[src/rtl/core/fda_pkg.sv]
// Shared types and constants for the per-process descriptor allocator.
// Used by fda_probe and the top level under rtl/core; depends on nothing else.
package fda_pkg;

  // Default sizes of the process table and of one descriptor table.
  localparam int NumSlotsDef = 16;
  localparam int NumFdsDef   = 64;

  // Descriptors 0..2 are the standard ones.
  localparam int StdFds    = 3;
  localparam int LastStdFd = 2;

  // Field widths.
  localparam int ActionW  = 2;
  localparam int ProcIdW  = 22;
  localparam int DescInW  = 8;
  localparam int DescOutW = 6;
  localparam int InodeW   = 16;
  localparam int ModeW    = 2;
  localparam int StatusW  = 2;
  localparam int EntryW   = InodeW + ModeW;

  typedef enum logic [ActionW-1:0] {
    ACT_OPEN   = 2'd0,
    ACT_LOOKUP = 2'd1,
    ACT_CLOSE  = 2'd2
  } action_e;

  typedef enum logic [StatusW-1:0] {
    ST_OK      = 2'd0,
    ST_NO_FD   = 2'd1,
    ST_NO_FREE = 2'd2,
    ST_NO_SLOT = 2'd3
  } status_e;

  typedef enum logic [ModeW-1:0] {
    MODE_READ  = 2'd0,
    MODE_WRITE = 2'd1,
    MODE_RW    = 2'd2
  } mode_e;

  // Operations of the shared compare unit.
  typedef enum logic {
    PROBE_PID = 1'b0,
    PROBE_BIT = 1'b1
  } probe_op_e;

endpackage

[src/rtl/core/fda_probe.sv]
// Shared compare unit: process-id match for the slot search, and
// descriptor bit test for the free scan and the lookup/close check.
// Depends on fda_pkg.
module fda_probe #(
  parameter int NUM_FDS = fda_pkg::NumFdsDef,
  localparam int FW     = $clog2(NUM_FDS)
) (
  input  fda_pkg::probe_op_e              op_i,
  input  logic                            valid_i,
  input  logic [fda_pkg::ProcIdW-1:0]     pid_a_i,
  input  logic [fda_pkg::ProcIdW-1:0]     pid_b_i,
  input  logic [NUM_FDS-1:0]              bitmap_i,
  input  logic [FW-1:0]                   index_i,
  output logic                            hit_o
);

  // A slot matches when it is live and owned by the process; a bit hits
  // when the descriptor is in use.
  always_comb begin
    case (op_i)
      fda_pkg::PROBE_PID: hit_o = valid_i && (pid_a_i == pid_b_i);
      fda_pkg::PROBE_BIT: hit_o = bitmap_i[index_i];
      default:            hit_o = 1'b0;
    endcase
  end

endmodule

[config.mk]
export PLATFORM = sky130hd
export DESIGN_NAME = fda_probe
export DESIGN_NICKNAME = d
export VERILOG_FILES = /design/src/rtl/core/fda_pkg.sv /design/src/rtl/core/fda_probe.sv
export SDC_FILE = /design/constraint.sdc
export NUM_CORES = 1
export LEC_CHECK = 0
export BUFFER_PORTS_ARGS = -buffer_cell sky130_fd_sc_hd__buf_4
export CAP_MARGIN = 15
export CORE_MARGIN = 3
export CORE_UTILIZATION = 32
export DETAILED_ROUTE_END_ITERATION = 12
export PLACE_DENSITY = 0.85
export SLEW_MARGIN = 20
export SYNTH_ARGS = -nofsm -noshare
export SYNTH_HDL_FRONTEND = slang
export SYNTH_SLANG_ARGS = --single-unit
[constraint.sdc]
create_clock -name vclk -period 2.53
set_clock_uncertainty 0.2 [all_clocks]
set_input_delay 0.3795 -clock vclk [all_inputs]
set_output_delay 0.3795 -clock vclk [all_outputs]
set_load 0.005 [all_outputs]
==> impl_metrics.tcl, run 1 <==
set metrics [dict create \
    status "completed" \
    port_buffers 117 \
    synth_area_sq_um 817 \
    synth_area_per_cell_sq_um 10.9 \
    multi_input_area_sq_um 781 \
    synth.area.top_cells "mux4_2 (28%), mux4_1 (19%), xor2_1 (14%)" \
    postCtsSetupRepairBufs 0 \
    die_height_um 56.5 \
    start_util 0.352 \
    drt_iter0_markers 37 \
    max_slew_margin 0.761 \
    drive_above_1_share 0.690 \
    seq_cell_count 0 \
    rsz0062_at_grt "no" \
    power.total_mw 0.259 \
    arrival_ns 1.90 \
    antenna_cells 0 \
    finalCritPeriodShare 0.979 \
    nNetsFinal 305 \
    period_needed_ns 2.48 \
    fillCellCount 155 \
    post_cts_resized 0 \
    ir_worst_vdd_v 0.000108 \
    regArea_sq_um 0 \
    hold_buffers 0 \
    grtUsageTotal 0.201 \
    p_leak_nw 0.829 \
    antenna_found_initial 0 \
    finalMaxSlewViolations 0 \
    path_max_fanout 6 \
    placed_cell_area_sq_um 1710 \
    synth.most_common_cell "xor2_1" \
    ant_nets 0 \
    place_congestion 0.787 \
    critPathKind "in -> out" \
    yosysWarningCount 0 \
    wl_mm 3.44 \
    ios 117 \
    end_kind "output pin" \
    cp_common_cell "buf_4" \
    fin_setup_tns_ns 0 \
    synth_top_area_share 0.276 \
    syn_inst 75 \
    ys_seq_area_frac 0 \
    syn2layout_area_growth_pct 109 \
    path_cells "buf_4 > mux4_1 > mux4_2 > nand4b_1 > nand4_1 > buf_4" \
    synth_common_cells "xor2_1 (13), mux4_2 (10), xnor2_1 (9), mux4_1 (6), nand4_1 (5)" \
    rows 17 \
    required_ns 1.95 \
    worstHoldPathType "in -> out" \
    maxCapViolations 0 \
    synth_nets 191 \
    power.density_nw_per_um2 152 \
    finalHoldViolCount 0 \
    cp_slowest_cell "mux4_1" \
    ys_types 26 \
    synth_largest_area_cell "mux4_2" \
    grt_overflow 0 \
    core_area_sq_um 2320 \
    dp.final_hpwl_mm 3.14 \
    die_area_sq_um 3200 \
    wl_per_cell_um 16.0 \
    drc 0 \
    start_kind "input pin" \
    dr.pass1.iters 4 \
    grt_max_degree 15 \
    finalInstanceArea_sq_um 1710 \
    post-route-util 0.736 \
    crit_path_max_incr_delay_ns 0.54 \
    timing.fmax_mhz 404 \
    finalSetupViolations 0 \
    grt_pass1_wl_mm 5.24 \
    vias 1102 \
    clock_buffers 0 \
    viasPerCell 5.13 \
    die_x_um 56.5 \
    worst_pin_slew_ns 0.356 \
    grt_pass1_vias 1167 \
]
[per-stage QoR]
stage / hold slack (ns) / instances / setup slack [ns]
3_5_place_dp: 0.935 / 215 / 0.0626
5_1_grt: 0.967 / 215 / 0.00653
4_1_cts: 0.934 / 215 / 0.0635
6_report: 0.955 / 215 / 0.0543
3_3_place_gp: 0.940 / 215 / 0.0871
2_1_floorplan: 0.716 / 75 / 0.213
[critical path: cells and delay by family]
family / cells / cell delay (ns)
and+or+nand+nor: 2 / 0.22
buffers and inverters: 2 / 0.29
muxes: 2 / 1.01
[area by class of cell]
type               count  share of cell area
inverters              1             0.00220
well taps             28              0.0205
multi-input cells     68               0.458
repair buffers       118               0.519
[report_power, final]
group | total, mW | internal [mW] | switching, mW
logic | 0.259 | 0.185 | 0.0741
clock network | 0 | 0 | 0
registers | 0 | 0 | 0
[kinds of logic (layout without fill, tap and decap cells)]
logic type,Yosys count,count (layout),share of synthesized area
buffers and inverters,7,119,0.0444
and+or+nand+nor,21,21,0.155
xor gates and xnor gates,22,22,0.236
AOI/OAI and AO/OA,6,6,0.0582
muxes,19,19,0.507
[cells in the final DEF (no fill, tap or decap)]
cell / Yosys / routed
inv_1: 1 / 1
a31oi_1: 1 / 1
a22oi_1: 1 / 1
nand3b_1: 1 / 1
o2111ai_1: 1 / 1
nand3_1: 4 / 4
a211oi_1: 1 / 1
nor2_1: 1 / 1
xnor2_1: 9 / 9
or4_1: 1 / 1
mux2i_1: 2 / 2
nor2b_1: 3 / 3
a211o_1: 1 / 1
mux4_2: 10 / 10
nand4_1: 5 / 5
a22o_1: 1 / 1
nand2_1: 1 / 1
nor4_1: 4 / 4
buf_4: 0 / 118
mux4_1: 6 / 6
mux2_2: 1 / 1
xor2_1: 13 / 13
nand4b_1: 1 / 1
[metal layers]
metal,track usage,routed length (um),vias to the layer above
met5,0,0,-
met4,0.0373,74,0
met3,0.0138,283,6
met2,0.393,1920,64
met1,0.237,1160,493
li1,-,-,539
[final timing paths]
check	to	depth (start not counted)	start
worst max-delay path	hit_o	6	index_i[0]
worst min-delay path	hit_o	4	index_i[5]
(Power assumes the default switching activity.)
==> run 2, diff against run 1 <==
--- a/config.mk
+++ b/config.mk
@@ -5,13 +5,14 @@
 export SDC_FILE = /design/constraint.sdc
 export NUM_CORES = 1
 export LEC_CHECK = 0
+export ABC_CLOCK_PERIOD_IN_PS = 2530
 export BUFFER_PORTS_ARGS = -buffer_cell sky130_fd_sc_hd__buf_4
 export CAP_MARGIN = 15
 export CORE_MARGIN = 3
 export CORE_UTILIZATION = 32
 export DETAILED_ROUTE_END_ITERATION = 12
 export PLACE_DENSITY = 0.85
-export SLEW_MARGIN = 20
+export SETUP_SLACK_MARGIN = 0.1
 export SYNTH_ARGS = -nofsm -noshare
 export SYNTH_HDL_FRONTEND = slang
 export SYNTH_SLANG_ARGS = --single-unit
==> impl_metrics.tcl, run 2 (same netlist as run 1, synthesis figures left out) <==
set metrics [dict create \
    die_height_um 56.5 \
    antenna_cells 0 \
    ios 117 \
    antenna_found_initial 0 \
    grtUsageTotal 0.203 \
    final_cells 215 \
    min_to "hit_o" \
    post-route-util 0.738 \
    p_int_mw 0.189 \
    swShare 0.287 \
    seq_cell_count 0 \
    final_cell_mix "buf_4 (116), mux4_2 (14), xor2_1 (13)" \
    power.total_mw 0.265 \
    rsz0062_at_grt "no" \
    nNetsFinal 305 \
    period_needed_ns 2.35 \
    finalSetupViolations 0 \
    viasPerCell 5.16 \
    maxCapViolations 0 \
    syn2layout_area_growth_pct 109 \
    pwr-share-comb 1.000 \
    postCtsSetupRepairBufs 0 \
    finalMaxSlewViolations 0 \
    port_buffers 117 \
    place_inst 215 \
    die_area_sq_um 3200 \
    regArea_sq_um 0 \
    fin_setup_tns_ns 0 \
    drc 0 \
    place_congestion 0.787 \
    worstHoldPathType "in -> out" \
    wl_mm 3.49 \
    placed_cell_area_sq_um 1710 \
    grt_max_degree 15 \
    ir_worst_vdd_v 0.000110 \
    grt_overflow 0 \
    end_kind "output pin" \
    hold_depth 4 \
    drive_above_1_share 0.717 \
    min-delay-start "index_i[5]" \
    p_sw_mw 0.0762 \
    max_slew_margin 0.761 \
    power.density_nw_per_um2 155 \
    path_max_fanout 6 \
    final.setup.worst_slack_ns 0.176 \
    critPathKind "in -> out" \
    start_util 0.352 \
    grt_pass1_wl_mm 5.29 \
    worst_pin_slew_ns 0.356 \
    drt_iter0_markers 32 \
    timing.fmax_mhz 425 \
    wl_per_cell_um 16.2 \
    dr.pass1.iters 4 \
    p_leak_nw 0.819 \
    status "completed" \
    start_kind "input pin" \
    finalCritPeriodShare 0.930 \
    clock_buffers 0 \
    arrival_ns 1.77 \
    finalHoldViolCount 0 \
    vias 1109 \
    final_common_cell "buf_4" \
    finalInstanceArea_sq_um 1710 \
    ant_nets 0 \
    pre_cts_slack_ns 0.0626 \
    required_ns 1.95 \
    core_area_sq_um 2320 \
    die_x_um 56.5 \
    rows 17 \
    hold_ws_ns 0.935 \
    dp.final_hpwl_mm 3.14 \
    grt_pass1_vias 1172 \
    seq_power_share 0 \
    clkPwrFrac 0 \
]
==> run 2: cell counts in the layout (fill, tap and decap cells not counted) <==
Identical to the previous run, type by type.
==> run 2: worst max-delay path by stage <==
stage | slack (ns) | cells past startpoint | endpoint | startpoint
floorplan | 0.21 | 7 | hit_o | index_i[2]
global placement | 0.09 | 6 | hit_o | index_i[0]
detailed placement | 0.06 | 6 | hit_o | index_i[0]
CTS | 0.11 | 6 | hit_o | index_i[0]
global route | 0.11 | 6 | hit_o | index_i[0]
finish | 0.18 | 7 | hit_o | index_i[0]
==> run 2: critical path, cell delays in order <==
cell,delay [ns]
buf_8,0.10
buf_4,0.13
mux4_1,0.57
a211oi_2,0.23
a211o_1,0.13
nand4_1,0.08
buf_4,0.15
==> run 2: metal layers <==
metal | global-route usage | up-vias | share of wire
li1 | - | 535 | -
met1 | 0.240 | 504 | 0.33
met2 | 0.396 | 64 | 0.56
met3 | 0.0138 | 6 | 0.081
met4 | 0.0373 | 0 | 0.021
met5 | 0 | - | 0
==> run 2: layout make-up <==
type | instances | area, sq um
fill | 158 | 608
multi-input combinational | 68 | 771
inverter | 1 | 3.75
timing repair buffer | 118 | 901
tap | 28 | 35.0
==> run 2: power by group through the flow <==
stage               combinational, mW  clock (mW)  sequential (mW)
floorplan                       0.104           0                0
global placement                0.253           0                0
detailed placement              0.260           0                0
CTS                             0.263           0                0
global route                    0.285           0                0
finish                          0.265           0                0
==> run 2: what timing repair did <==
action                                  4_1_cts  5_1_grt
endpoints found under the setup margin        1        1
gates resized for setup                       3        6
pin swaps                                     0        2
hold buffers                                  0        0
==> run 3, diff against run 2 <==
--- a/config.mk
+++ b/config.mk
@@ -5,11 +5,11 @@
 export SDC_FILE = /design/constraint.sdc
 export NUM_CORES = 1
 export LEC_CHECK = 0
-export ABC_CLOCK_PERIOD_IN_PS = 2530
+export ABC_AREA = 1
 export BUFFER_PORTS_ARGS = -buffer_cell sky130_fd_sc_hd__buf_4
 export CAP_MARGIN = 15
-export CORE_MARGIN = 3
-export CORE_UTILIZATION = 32
+export CORE_MARGIN = 2
+export CORE_UTILIZATION = 36
 export DETAILED_ROUTE_END_ITERATION = 12
 export PLACE_DENSITY = 0.85
 export SETUP_SLACK_MARGIN = 0.1
==> impl_metrics.tcl, run 3 <==
set metrics [dict create \
    p_leak_nw 1.10 \
    post-route-util 0.680 \
    finalMaxSlewViolations 0 \
    vias 1692 \
    ys_types 19 \
    critPathKind "in -> out" \
    grt_max_degree 33 \
    grt_pass1_vias 1484 \
    seq_cell_count 0 \
    top_layer "met4" \
    finalSetupViolations 0 \
    final_common_cell "buf_4" \
    post_cts_resized 0 \
    synth_common_cells "nand2_1 (97), nand3_1 (55), inv_1 (20), buf_6 (6), nor2_1 (6)" \
    synth_area_sq_um 1030 \
    max_slew_margin 0.830 \
    hold_depth 4 \
    core_area_sq_um 2730 \
    place_inst 354 \
    maxCapViolations 0 \
    dr.pass1.iters 4 \
    viasPerCell 4.78 \
    crit_buf_inv 3 \
    rows 19 \
    rsz0062_at_grt "no" \
    place_congestion 0.846 \
    power.density_nw_per_um2 154 \
    ir_worst_vdd_v 0.0000970 \
    clock_buffers 0 \
    hold_ws_ns 0.867 \
    timing.fmax_mhz 466 \
    syn_inst 216 \
    synth_nets 332 \
    crit_path_max_incr_delay_ns 0.23 \
    port_buffers 117 \
    regArea_sq_um 0 \
    cp_common_cell "nand2_1" \
    antenna_cells 0 \
    path_cells "buf_4 > buf_4 > nand2_1 > nand3_1 > nand3_1 > nand2_1 > nand2_1 > nand3_1 > nand2_1 > nand2_1 > nand3_1 > nand2_1 > buf_4" \
    hold_buffers 0 \
    worstHoldPathType "in -> out" \
    drc 0 \
    final_cells 354 \
    grtUsageTotal 0.209 \
    end_kind "output pin" \
    ios 117 \
    finalCritPeriodShare 0.847 \
    ant_nets 0 \
    grt_overflow 0 \
    finalHoldViolCount 0 \
    wl_mm 3.74 \
    nNetsFinal 441 \
    start_util 0.378 \
    arrival_ns 1.56 \
    dp.final_hpwl_mm 3.13 \
    wl_per_cell_um 10.6 \
    yosysWarningCount 0 \
    required_ns 1.95 \
    grt_pass1_wl_mm 5.92 \
    cp_top_family "simple AND/OR/NAND/NOR gates" \
    routed-wl-met2_mm 1.82 \
    ys_seq_area_frac 0 \
    final_cell_mix "buf_4 (118), nand2_1 (97), nand3_1 (55)" \
    status "completed" \
    synth_top_area_share 0.352 \
    syn2layout_area_growth_pct 79.8 \
    cp_slowest_cell "buf_4" \
    drt_iter0_markers 77 \
    postCtsSetupRepairBufs 0 \
    worst_pin_slew_ns 0.252 \
    antenna_found_initial 0 \
    die_x_um 57.6 \
    path_max_fanout 23 \
    final.setup.worst_slack_ns 0.386 \
    drive_above_1_share 0.384 \
    synth_largest_area_cell "nand2_1" \
    fin_setup_tns_ns 0 \
    period_needed_ns 2.14 \
    synth.area.top_cells "nand2_1 (35%), nand3_1 (27%), inv_1 (7.3%)" \
    wl_met3_um 267 \
    die_height_um 57.6 \
    wl_met1_mm 1.61 \
    start_kind "input pin" \
    pre_cts_slack_ns 0.377 \
    synth_area_per_cell_sq_um 4.78 \
    crit_cells 13 \
    die_area_sq_um 3320 \
    synth.most_common_cell "nand2_1" \
]
-- run 3: changes by cell type after synthesis, moves of 4 or more --
cell     delta
nand2_1    +96
nand3_1    +51
inv_1      +19
mux4_2     -10
xor2_1      -8
mux4_1      -6
buf_6       +5
nor2_1      +5
xnor2_1     -5
or2_2       +4
-- run 3: stage by stage --
stage | power [mW] | instance area, sq um
floorplan | 0.134 | 1030
global placement | 0.284 | 1860
detailed placement | 0.286 | 1860
CTS | 0.287 | 1860
global route | 0.319 | 1860
finish | 0.286 | 1860
-- run 3: cells by family (layout without fill, tap and decap cells) --
logic type / after synthesis / in the layout / synth area share
buffers and inverters: 33 / 140 / 0.182
AO/OA/AOI/OAI: 7 / 7 / 0.0484
XOR/XNOR: 9 / 9 / 0.0763
AND/OR/NAND/NOR: 167 / 167 / 0.694
-- run 3: report_power, final --
part	switching (mW)	internal (mW)	total, mW
clock network	0	0	0
registers	0	0	0
logic	0.115	0.171	0.286
-- run 3: layer usage --
metal	vias to the layer above	global-route usage
li1	909	-
met2	60	0.364
met1	717	0.287
met3	6	0.0159
met4	0	0.0266
met5	-	0
-- run 3: path summary, 6_finish.rpt --
check	from	to	slack (ns)
min	op_i	hit_o	0.87
max	index_i[0]	hit_o	0.39
-- run 3: area by class of cell --
cell class	count	area (sq um)
tap	31	38.8
fill	277	876
multi-input combinational	183	846
inverter	22	87.6
timing repair buffer	118	886
