`config.mk`:
```
export PLATFORM = sky130hd
export DESIGN_NAME = fda_ram
export DESIGN_NICKNAME = d
export VERILOG_FILES = /design/src/rtl/core/fda_ram.sv
export SDC_FILE = /design/constraint.sdc
export NUM_CORES = 1
export LEC_CHECK = 0
export ABC_AREA = 1
export BUFFER_PORTS_ARGS = -buffer_cell sky130_fd_sc_hd__buf_2
export CAP_MARGIN = 20
export CORE_ASPECT_RATIO = 0.75
export CORE_MARGIN = 2
export CORE_UTILIZATION = 50
export DETAILED_ROUTE_END_ITERATION = 8
export PLACE_DENSITY = 0.67
export RECOVER_POWER = 25
export SYNTH_ARGS = -nofsm -noshare
export SYNTH_HDL_FRONTEND = slang
export SYNTH_SLANG_ARGS = --single-unit
```
`constraint.sdc`:
```
create_clock -name clk_i -period 1.15 [get_ports clk_i]
set_clock_uncertainty 0.15 [all_clocks]
set_input_delay 0.1725 -clock clk_i [delete_from_list [all_inputs] [get_ports clk_i]]
set_output_delay 0.1725 -clock clk_i [all_outputs]
set_load 0.005 [all_outputs]
```
`src/rtl/core/fda_ram.sv`:
```
// Generic simple dual-port RAM with a registered read port.
// Depends on nothing; instanced for every table of the allocator.
module fda_ram #(
  parameter int WIDTH = 8,
  parameter int DEPTH = 16,
  localparam int AW   = (DEPTH > 1) ? $clog2(DEPTH) : 1
) (
  input  logic             clk_i,
  input  logic             we_i,
  input  logic [AW-1:0]    waddr_i,
  input  logic [WIDTH-1:0] wdata_i,
  input  logic             re_i,
  input  logic [AW-1:0]    raddr_i,
  output logic [WIDTH-1:0] rdata_o
);

  logic [WIDTH-1:0] mem_q [DEPTH];
  logic [WIDTH-1:0] rdata_q;

  // Write port and registered read port.
  always_ff @(posedge clk_i) begin
    if (we_i) begin
      mem_q[waddr_i] <= wdata_i;
    end
    if (re_i) begin
      rdata_q <= mem_q[raddr_i];
    end
  end

  assign rdata_o = rdata_q;

endmodule

```
==> results of run 1 <==
==> worst min-delay path by stage <==
stage	start	cells after the start	end	slack [ps]
floorplan	wdata_i[0]	0	mem_q[0][0]	120
global placement	raddr_i[3]	3	rdata_o[6]	390
detailed placement	raddr_i[3]	3	rdata_o[4]	410
CTS	wdata_i[1]	1	mem_q[6][1]	30
global route	wdata_i[7]	1	mem_q[14][7]	70
finish	wdata_i[7]	1	mem_q[14][7]	60
==> cell families (layout without fill, tap and decap cells) <==
kind of cell / count (synthesis) / in the layout
buffers and inverters: 126 / 194
and+or+nand+nor: 289 / 289
DFF: 136 / 136
==> flip-flops by register name, summed over array words and instances, names as in the netlist <==
name / flops
rdata_o: 8
mem_q: 128
==> power groups by stage <==
stage | Combinational (uW) | Clock, uW | Sequential [uW]
final | 809 | 5600 | 5620
after global routing | 879 | 5850 | 5630
after CTS | 786 | 5650 | 5620
after detailed placement | 734 | 0 | 5720
after global placement | 721 | 0 | 5720
after floorplan | 397 | 0 | 5710
==> routing by layer <==
metal	global-route usage [%]	part of all wire [%]
met1	34.4	44
met2	36.5	47
met3	5.40	7.8
met4	6.77	1.0
met5	0	0
==> layout by cell type (no fill, tap or decap) <==
| cell | count |
|---|---|
| nand2_1 | 166 |
| edfxtp_1 | 136 |
| inv_1 | 97 |
| nand3_1 | 63 |
| nand3_2 | 34 |
| buf_4 | 26 |
| buf_2 | 21 |
| clkbuf_16 | 17 |
| nor2_1 | 11 |
| nand2_2 | 7 |
| nor2_2 | 6 |
| clkbuf_1 | 6 |
| buf_12 | 6 |
| inv_2 | 5 |
| clkinvlp_4 | 4 |
| bufinv_16 | 4 |
| clkinv_2 | 3 |
| nand3b_1 | 2 |
| clkinv_1 | 2 |
| dlygate4sd3_1 | 2 |
| clkinv_4 | 1 |
==> layout make-up <==
cell class / instances / area (um2)
Clock inverter: 14 / 181
Timing Repair Buffer: 60 / 459
Fill cell: 905 / 4350
Tap cell: 144 / 180
Clock buffer: 18 / 429
Multi-Input combinational cell: 289 / 1420
Inverter: 102 / 383
Sequential cell: 136 / 4080
==> through the flow <==
step	power (uW)	area [um2]	utilization (%)	setup WS (ps)	TNS (ps)
global placement	6440	6320	55.0	-328	-20880
global route	12400	7130	62.1	-173	-2130
finish	12000	7130	62.1	-136	-1510
detailed placement	6460	6320	55.0	-361	-23170
CTS	12100	7080	61.7	-163	-1400
floorplan	6110	5860	-	-123	-9840
==> timing repair <==
action,in CTS,in global routing
hold endpoints to repair,10,0
setup endpoints to repair,16,16
resized for setup,27,16
pin swaps,22,18
hold buffers,2,0
==> metrics.md, run 1 <==
| Metric | Value |
|---|---|
| Routed WL per cell | `18.6 um` |
| Slowest-stage cell, CP | `edfxtp_1` |
| Final WS setup | `-136 ps` |
| Complex-gate fraction of the synthesized area | `0%` |
| Mux share of post-synthesis cell area | `0%` |
| Antenna Violating Nets Remaining | `0` |
| Clock network power share | `46.6%` |
| Max-slew violation count | `0` |
| Failing checks | `negative setup slack` |
| # DRC | `0` |
| Placed insts | `729` |
| Crit path DAT | `960 ps` |
| DIE WIDTH | `129 um` |
| Internal | `9450 uW` |
| Hold slack final | `55.1 ps` |
| Non-Filler Instances | `763` |
| Worst setup EP type | `output pin` |
| Routability cong. | `0.843` |
| Sequential area share after synthesis | `69.8%` |
| Starting DRT DRC Count | `382` |
| Area contributors post-synth | `edfxtp_1 (70%), nand2_1 (11%), nand3_1 (8.3%)` |
| Largest net degree at the start of global routing | `44` |
| Yosys top cell by area | `edfxtp_1` |
| Max-cap violations | `0` |
| Top-count cell post-synth | `nand2_1` |
| Routed wire length | `14200 um` |
| Die Y | `97.7 um` |
| Skew-Pair Late Insertion Delay | `410 ps` |
| Setup Crit Path Kind | `reg -> out` |
| Reg2Reg Setup Slack | `-130 ps` |
| Worst ir drop on vdd | `0.968 mV` |
| Psw | `2590 uW` |
| Reg2reg start | `mem_q[3][5]` |
| Comb pwr share | `6.7%` |
| P&R area growth vs syn | `22.0%` |
| Synth Area in Adders | `0%` |
| Synth top area share | `69.8%` |
| Initial antenna violation count | `0` |
| Sink Count | `136` |
| Mapped cell area | `5850 um2` |
| Gr ovfl total | `0` |
| Fmax | `0.778 GHz` |
| CORE AREA | `11500 um2` |
| Netlist cell types | `11` |
| Unrepaired setup endpoints after global routing | `true` |
| Combinational family with the most area after synthesis | `simple AND/OR/NAND/NOR gates` |
| Synth Area in Simple Gates | `20.8%` |
| Reg power frac | `46.7%` |
| Syn_nets | `570` |
| Critical R2R Capture | `rdata_o[5]` |
| CP Max Fanout | `1` |
| Cells after synthesis | `551` |
| Die area | `12600 um2` |
| Synth Flop Type | `edfxtp_1` |
| Family with the most delay on the worst path | `flip-flops` |
| Vias in the first global route | `3958` |
| DR pass1 iterations | `5` |
| Max stage delay on crit path | `410 ps` |
| Initial core utilization | `50.9%` |
| WP buf/inv | `1` |
| Syn_area_per_cell | `10.6 um2` |
| First-pass GRT wire length | `21700 um` |
| Root Driver | `clkbuf_16` |
| Port Buffers | `26` |
| Tightest Pin Transition | `918 ps` |
| CTS H-tree lvls | `4` |
| Clock transition at path regs | `60 ps` |
| Outcome | `complete, but fails checks` |
| Post-DP HPWL | `8680 um` |
| Post-CTS Setup Inserts | `0` |
| Switching Share | `21.5%` |
| Launch point of the worst path | `rdata_o[1]` |
| Overall routing resource usage | `23.8%` |
| ANT cells | `0` |
| Worst slew margin | `38.8%` |
| Fin. Hold Viols | `0` |
| Fin nets | `625` |
| Synth top cells by count | `nand2_1 (173), edfxtp_1 (136), inv_1 (100), nand3_1 (97), nor2_1 (17)` |
| EDFF count, synth | `136` |
| Vias/cell | `5.35` |
| Worst-path cell chain | `buf_2` |
| Crit start category | `flop` |
| CTS tree | `done` |
| Site row count | `34` |
| Seq cells post-synth | `136` |
| Final setup vio count | `16` |
| Hold crit path type | `in -> reg` |
| Post-Synth XOR/XNOR Area | `0%` |
| Yosys warns | `0` |
| Worst R2R Path Depth | `6` |
| Worst setup path end | `rdata_o[1]` |
| Fin crit period | `1290 ps` |
| CP required | `830 ps` |
| Stages on the worst setup path | `1` |
| Detailed-route via count | `4081` |
| PD cells | `1690 nW/um2` |
| CTS Buffer Depth | `2` |
| Post-synth ARST share | `0%` |
| Period utilization | `112%` |
| I/O pin count | `27` |
| Layout cell share with drive strength beyond 1 | `21.6%` |
| Num CTS Buffers | `17` |
| Leak | `0.00307 uW` |
Note: power is estimated with default switching activity, not from simulation.
==> run 2, diff against run 1 <==
--- a/config.mk
+++ b/config.mk
@@ -8,11 +8,13 @@
 export ABC_AREA = 1
 export BUFFER_PORTS_ARGS = -buffer_cell sky130_fd_sc_hd__buf_2
 export CAP_MARGIN = 20
+export CELL_PAD_IN_SITES_DETAIL_PLACEMENT = 1
+export CELL_PAD_IN_SITES_GLOBAL_PLACEMENT = 2
 export CORE_ASPECT_RATIO = 0.75
 export CORE_MARGIN = 2
-export CORE_UTILIZATION = 50
+export CORE_UTILIZATION = 37
 export DETAILED_ROUTE_END_ITERATION = 8
-export PLACE_DENSITY = 0.67
+export PLACE_DENSITY = 0.73
 export RECOVER_POWER = 25
 export SYNTH_ARGS = -nofsm -noshare
 export SYNTH_HDL_FRONTEND = slang
==> run 2 against run 1 <==
The run still ends with negative setup slack left. First-iteration DRC count shrank 29%. Combinational power rose by 14%. Sequential power is essentially flat. Worst setup slack lost 17 ps. Critical endpoint is now rdata_o[3]. Highest routed layer unchanged.
==> metrics.md, run 2 (same netlist as run 1, synthesis figures left out) <==
| Metric | Value |
|---|---|
| Routability cong. | `0.767 (was 0.843)` |
| Skew-Pair Late Insertion Delay | `420 ps (was 410 ps)` |
| Routed wire length | `16200 um (was 14200 um)` |
| Period utilization | `113% (was 112%)` |
| Clock transition at path regs | `60 ps (about the same)` |
| Antenna Violating Nets Remaining | `0 (unchanged)` |
| Final WS setup | `-153 ps (was -136 ps)` |
| Vias in the first global route | `4093 (was 3958)` |
| Final setup vio count | `16 (unchanged)` |
| Root Driver | `clkbuf_16 (unchanged)` |
| Fmax | `0.768 GHz (was 0.778 GHz)` |
| Largest net degree at the start of global routing | `43 (was 44)` |
| First-pass GRT wire length | `24400 um (was 21700 um)` |
| ANT cells | `0 (unchanged)` |
| PD cells | `1650 nW/um2 (was 1690 nW/um2)` |
| Starting DRT DRC Count | `273 (was 382)` |
| Fin crit period | `1300 ps (was 1290 ps)` |
| P&R area growth vs syn | `28.1% (was 22.0%)` |
| Failing checks | `negative setup slack (unchanged)` |
| CTS tree | `done (unchanged)` |
| Hold crit path type | `in -> reg (unchanged)` |
| Worst ir drop on vdd | `0.956 mV (was 0.968 mV)` |
| CTS Buffer Depth | `2 (unchanged)` |
| DIE WIDTH | `149 um (was 129 um)` |
| Final Cell Area | `7490 um2 (was 7130 um2)` |
| Fin nets | `631 (was 625)` |
| Max-cap violations | `0 (unchanged)` |
| Layout cell share with drive strength beyond 1 | `26.4% (was 21.6%)` |
| CORE AREA | `15300 um2 (was 11500 um2)` |
| Post-DP HPWL | `10400 um (was 8680 um)` |
| Sink Count | `136 (unchanged)` |
| Initial core utilization | `38.2% (was 50.9%)` |
| Register with the most flip-flops | `mem_q (unchanged)` |
| Met1 Use GR | `28.4% (was 34.4%)` |
| Site row count | `39 (was 34)` |
| I/O pin count | `27 (unchanged)` |
| Detailed-route via count | `4003 (was 4081)` |
| CP required | `830 ps (about the same)` |
| Overall routing resource usage | `20.3% (was 23.8%)` |
| WP buf/inv | `1 (unchanged)` |
| Worst-path cell chain | `buf_2 (unchanged)` |
| Fill cells | `1645 (was 905)` |
| Routed WL per cell | `19.5 um (was 18.6 um)` |
| Max FFs per register | `128 (unchanged)` |
| Outcome | `complete, but fails checks (unchanged)` |
| Port Buffers | `26 (unchanged)` |
| Launch point of the worst path | `rdata_o[3] (was rdata_o[1])` |
| Crit start category | `flop (unchanged)` |
| Crit path DAT | `980 ps (was 960 ps)` |
| Initial antenna violation count | `0 (unchanged)` |
| CTS H-tree lvls | `4 (unchanged)` |
| DR pass1 iterations | `4 (was 5)` |
| DP Worst Slack | `-436 ps (was -361 ps)` |
| CP Max Fanout | `1 (unchanged)` |
| Grt met2 use | `31.8% (was 36.5%)` |
| Post-CTS Setup Inserts | `0 (unchanged)` |
| Slowest-stage cell, CP | `edfxtp_1 (unchanged)` |
| Num CTS Buffers | `17 (unchanged)` |
| Hold Startpoint | `wdata_i[7] (unchanged)` |
| Worst setup EP type | `output pin (unchanged)` |
| Layer with the highest usage | `met2 (unchanged)` |
| Max-slew violation count | `0 (unchanged)` |
| Worst slew margin | `40.2% (was 38.8%)` |
| Reg2reg start | `mem_q[9][0] (was mem_q[3][5])` |
| M3 GR Usage | `4.72% (was 5.40%)` |
| Vias/cell | `4.82 (was 5.35)` |
| Die area | `16800 um2 (was 12600 um2)` |
| DP Area | `6500 um2 (was 6320 um2)` |
| Leak | `0.00318 uW (was 0.00307 uW)` |
| Most common cell after layout, fill and taps aside | `nand2_1 (unchanged)` |
| Gr ovfl total | `0 (unchanged)` |
| Most frequent cells in the layout | `nand2_1 (164), edfxtp_1 (136), inv_1 (96), nand3_2 (48), nand3_1 (42) (was nand2_1 (166), edfxtp_1 (136), inv_1 (97), nand3_1 (63), nand3_2 (34))` |
| Fin. Hold Viols | `0 (unchanged)` |
| Max stage delay on crit path | `410 ps (about the same)` |
| # DRC | `0 (unchanged)` |
| Family with the most delay on the worst path | `flip-flops (unchanged)` |
| Tightest Pin Transition | `897 ps (was 918 ps)` |
| Unrepaired setup endpoints after global routing | `true (unchanged)` |
| Setup Crit Path Kind | `reg -> out (unchanged)` |
| Die Y | `113 um (was 97.7 um)` |
-- run 2: area by class of cell --
class	count	area (um2)	share of cell area [%]
Clock inverter	15	208	2.77
Inverter	102	383	5.11
Sequential cell	136	4080	54.5
Multi-Input combinational cell	289	1580	21.1
Timing Repair Buffer	66	552	7.37
Clock buffer	17	425	5.68
Tap cell	205	256	3.43
-- run 2: timing repair --
item	4_1_cts	5_1_grt
hold buffers	1	0
setup endpoints to repair	16	16
pin swaps	20	25
resized for setup	32	42
hold endpoints to repair	8	0
-- run 2: routing by layer --
layer  wire length, um  part of all wire [%]  vias to the layer above
li1                  -                     -                     1907
met5                 0                     0                        -
met1              7700                    48                     2013
met2              7570                    47                       68
met4               225                   1.4                        0
met3               685                   4.2                       15
-- run 2: stage by stage --
stage | utilization (%) | setup TNS, ps | hold slack [ps] | cells | total power [uW]
2_1_floorplan | - | -9840 | 121 | 551 | 6110
3_3_place_gp | 42.4 | -23970 | 421 | 797 | 6500
3_5_place_dp | 42.4 | -28920 | 420 | 797 | 6530
4_1_cts | 47.6 | -1680 | 24.8 | 830 | 12400
5_1_grt | 48.9 | -2270 | 53.7 | 830 | 12800
6_report | 48.9 | -1470 | 60.5 | 830 | 12400
-- run 2: worst paths after layout --
kind	to	slack [ps]	cells past startpoint
worst max-delay path	rdata_o[3]	-150	1
worst min-delay path	mem_q[13][7]	60	1
worst max register to register	rdata_o[0]	-100	6
worst min register to register	rdata_o[7]	620	6
-- run 2: where the power goes --
group	total, uW	switching (uW)	internal [uW]	leakage [uW]
clock network	5840	2030	3810	0.000301
logic	919	608	311	0.00164
registers	5620	31.7	5590	0.00124
total	12400	2670	9710	0.00318
==> run 3, diff against run 2 <==
--- a/config.mk
+++ b/config.mk
@@ -16,6 +16,7 @@
 export DETAILED_ROUTE_END_ITERATION = 8
 export PLACE_DENSITY = 0.73
 export RECOVER_POWER = 25
+export SETUP_SLACK_MARGIN = 0.15
 export SYNTH_ARGS = -nofsm -noshare
 export SYNTH_HDL_FRONTEND = slang
 export SYNTH_SLANG_ARGS = --single-unit
==> run 3 against run 2 <==
Final cell count is 0.24% lower. Non-clock buffer count is 2 lower. Sequential power hardly changed. Flip-flop and latch count stayed put. Clock power is 16% lower. Critical path type unchanged. Worst setup slack worse by 70 ps. Largest cell class unchanged. Critical path depth stayed put. The run still ends with negative setup slack left. Hold slack worse by 17 ps. Cell area is 1.9% higher. Combinational power is 4.1% higher.
==> metrics.md, run 3 (same netlist as run 1, synthesis figures left out) <==
| Metric | Value |
|---|---|
| Outcome | `complete, but fails checks (unchanged)` |
| Failing checks | `negative setup slack (unchanged)` |
| CTS tree | `done (unchanged)` |
| DIE WIDTH | `149 um (unchanged)` |
| Fmax | `0.729 GHz (was 0.768 GHz)` |
| Unrepaired setup endpoints after global routing | `true (unchanged)` |
| Max FFs per register | `128 (unchanged)` |
| Initial antenna violation count | `0 (unchanged)` |
| Setup Crit Path Kind | `reg -> out (unchanged)` |
| Stages on the worst setup path | `1 (unchanged)` |
| Placed insts | `793 (was 797)` |
| Register with the most flip-flops | `mem_q (unchanged)` |
| Slowest-stage cell, CP | `edfxtp_1 (unchanged)` |
| Clock transition at path regs | `60 ps (about the same)` |
| Fin. Hold Viols | `0 (unchanged)` |
| Largest net degree at the start of global routing | `40 (was 43)` |
| WP buf/inv | `1 (unchanged)` |
| Antenna Violating Nets Remaining | `0 (unchanged)` |
| Max-cap violations | `0 (unchanged)` |
| Final setup vio count | `16 (unchanged)` |
| CTS Buffer Depth | `2 (unchanged)` |
| Leak | `0.00317 uW (was 0.00318 uW)` |
| Max stage delay on crit path | `460 ps (was 410 ps)` |
| Initial core utilization | `38.2% (unchanged)` |
| Period utilization | `119% (was 113%)` |
| Crit path DAT | `1050 ps (was 980 ps)` |
| Vias/cell | `4.83 (was 4.82)` |
| DR pass1 iterations | `5 (was 4)` |
| I/O pin count | `27 (unchanged)` |
| Most common cell after layout, fill and taps aside | `nand2_1 (unchanged)` |
| Worst setup EP type | `output pin (unchanged)` |
| Final core occ | `49.8% (was 48.9%)` |
| Fin crit period | `1370 ps (was 1300 ps)` |
| Hold Path Depth | `3 (was 1)` |
| Non-Filler Instances | `828 (was 830)` |
| CP required | `830 ps (about the same)` |
| Detailed-route via count | `4002 (was 4003)` |
| Num CTS Buffers | `17 (unchanged)` |
| Layout cell share with drive strength beyond 1 | `30.7% (was 26.4%)` |
| Post-DP HPWL | `10300 um (was 10400 um)` |
| Die area | `16800 um2 (unchanged)` |
| CP Max Fanout | `1 (unchanged)` |
| PD cells | `1510 nW/um2 (was 1650 nW/um2)` |
| CTS H-tree lvls | `4 (unchanged)` |
| Fin nets | `629 (was 631)` |
| Max-slew violation count | `0 (unchanged)` |
| Starting DRT DRC Count | `189 (was 273)` |
| Port Buffers | `26 (unchanged)` |
| Gr ovfl total | `0 (unchanged)` |
| Root Driver | `clkbuf_16 (unchanged)` |
| Routed WL per cell | `19.9 um (was 19.5 um)` |
| Die Y | `113 um (unchanged)` |
| First-pass GRT wire length | `25300 um (was 24400 um)` |
| Skew-Pair Late Insertion Delay | `420 ps (about the same)` |
| Overall routing resource usage | `21.0% (was 20.3%)` |
| Family with the most delay on the worst path | `flip-flops (unchanged)` |
| # DRC | `0 (unchanged)` |
| Routability cong. | `0.788 (was 0.767)` |
| Worst-path cell chain | `buf_2 (unchanged)` |
| ANT cells | `0 (unchanged)` |
| Routed wire length | `16500 um (was 16200 um)` |
| Most frequent cells in the layout | `nand2_1 (144), edfxtp_1 (136), inv_1 (95), nand3_2 (55), nand3_1 (40) (was nand2_1 (164), edfxtp_1 (136), inv_1 (96), nand3_2 (48), nand3_1 (42))` |
| Hold crit path type | `in -> reg (unchanged)` |
| Sink Count | `136 (unchanged)` |
| P&R area growth vs syn | `30.5% (was 28.1%)` |
| Worst slew margin | `45.3% (was 40.2%)` |
| Worst ir drop on vdd | `1.08 mV (was 0.956 mV)` |
| Final WS setup | `-222 ps (was -153 ps)` |
| Worst R2R Path Depth | `6 (unchanged)` |
| Vias in the first global route | `4158 (was 4093)` |
| Site row count | `39 (unchanged)` |
| CORE AREA | `15300 um2 (unchanged)` |
| Crit start category | `flop (unchanged)` |
| Tightest Pin Transition | `821 ps (was 897 ps)` |
## run 3: cell types whose count changed in the layout (fill, tap and decap cells not counted), moves of 4 or more
cell / previous run / this run
nand3_4: 7 / 2
nand3_2: 48 / 55
nand2_1: 164 / 144
nor2_4: 0 / 9
buf_4: 29 / 14
buf_12: 10 / 21
bufinv_16: 5 / 1
nand2_2: 9 / 26
nor2_1: 11 / 0
clkbuf_1: 5 / 9
## run 3: layer usage
layer | routed length, um | global-route usage [%]
met5 | 0 | 0
met4 | 170 | 4.44
met3 | 834 | 5.89
met2 | 7460 | 31.7
met1 | 8040 | 30.6
## run 3: final cells by class
| type | instances | area, um2 |
|---|---|---|
| clock inverters | 12 | 85.1 |
| repair buffers | 64 | 686 |
| well taps | 205 | 256 |
| flip-flops and latches | 136 | 4080 |
| fillers | 1642 | 7690 |
| multi-input cells | 289 | 1690 |
| inverters | 102 | 394 |
| clock buffers | 20 | 437 |
## run 3: per-stage QoR
| stage | power [uW] | hold slack [ps] | area, um2 | worst slack [ps] | TNS (ps) |
|---|---|---|---|---|---|
| 6_report | 11500 | 43.2 | 7630 | -222 | -1530 |
| 2_1_floorplan | 6190 | 121 | 6100 | -46.1 | -2950 |
| 5_1_grt | 11900 | 26.0 | 7630 | -241 | -2330 |
| 3_5_place_dp | 6600 | 409 | 6770 | -421 | -30270 |
| 3_3_place_gp | 6570 | 389 | 6770 | -420 | -26590 |
| 4_1_cts | 11600 | 6.10 | 7520 | -233 | -1690 |
## run 3: power breakdown
part / internal, uW / switching, uW / total, uW
clock: 2910 / 2020 / 4930
combinational: 335 / 622 / 957
sequential: 5590 / 38.9 / 5630
total: 8840 / 2680 / 11500
## run 3: what timing repair did
action                                 4_1_cts  5_1_grt
pin swaps                                   36       25
gates resized for setup                     44       31
endpoints found under the hold margin       12        0
buffers inserted                             0        1
hold buffers                                 2        0
setup endpoints to repair                   16       56
## run 3: path summary, 6_finish.rpt
kind | from | end | slack, ps
hold / removal | raddr_i[3] | rdata_o[3] | 40
setup reg to reg | mem_q[13][6] | rdata_o[6] | -90
setup / recovery | rdata_o[0] | rdata_o[0] | -220
hold reg to reg | mem_q[2][1] | rdata_o[1] | 620
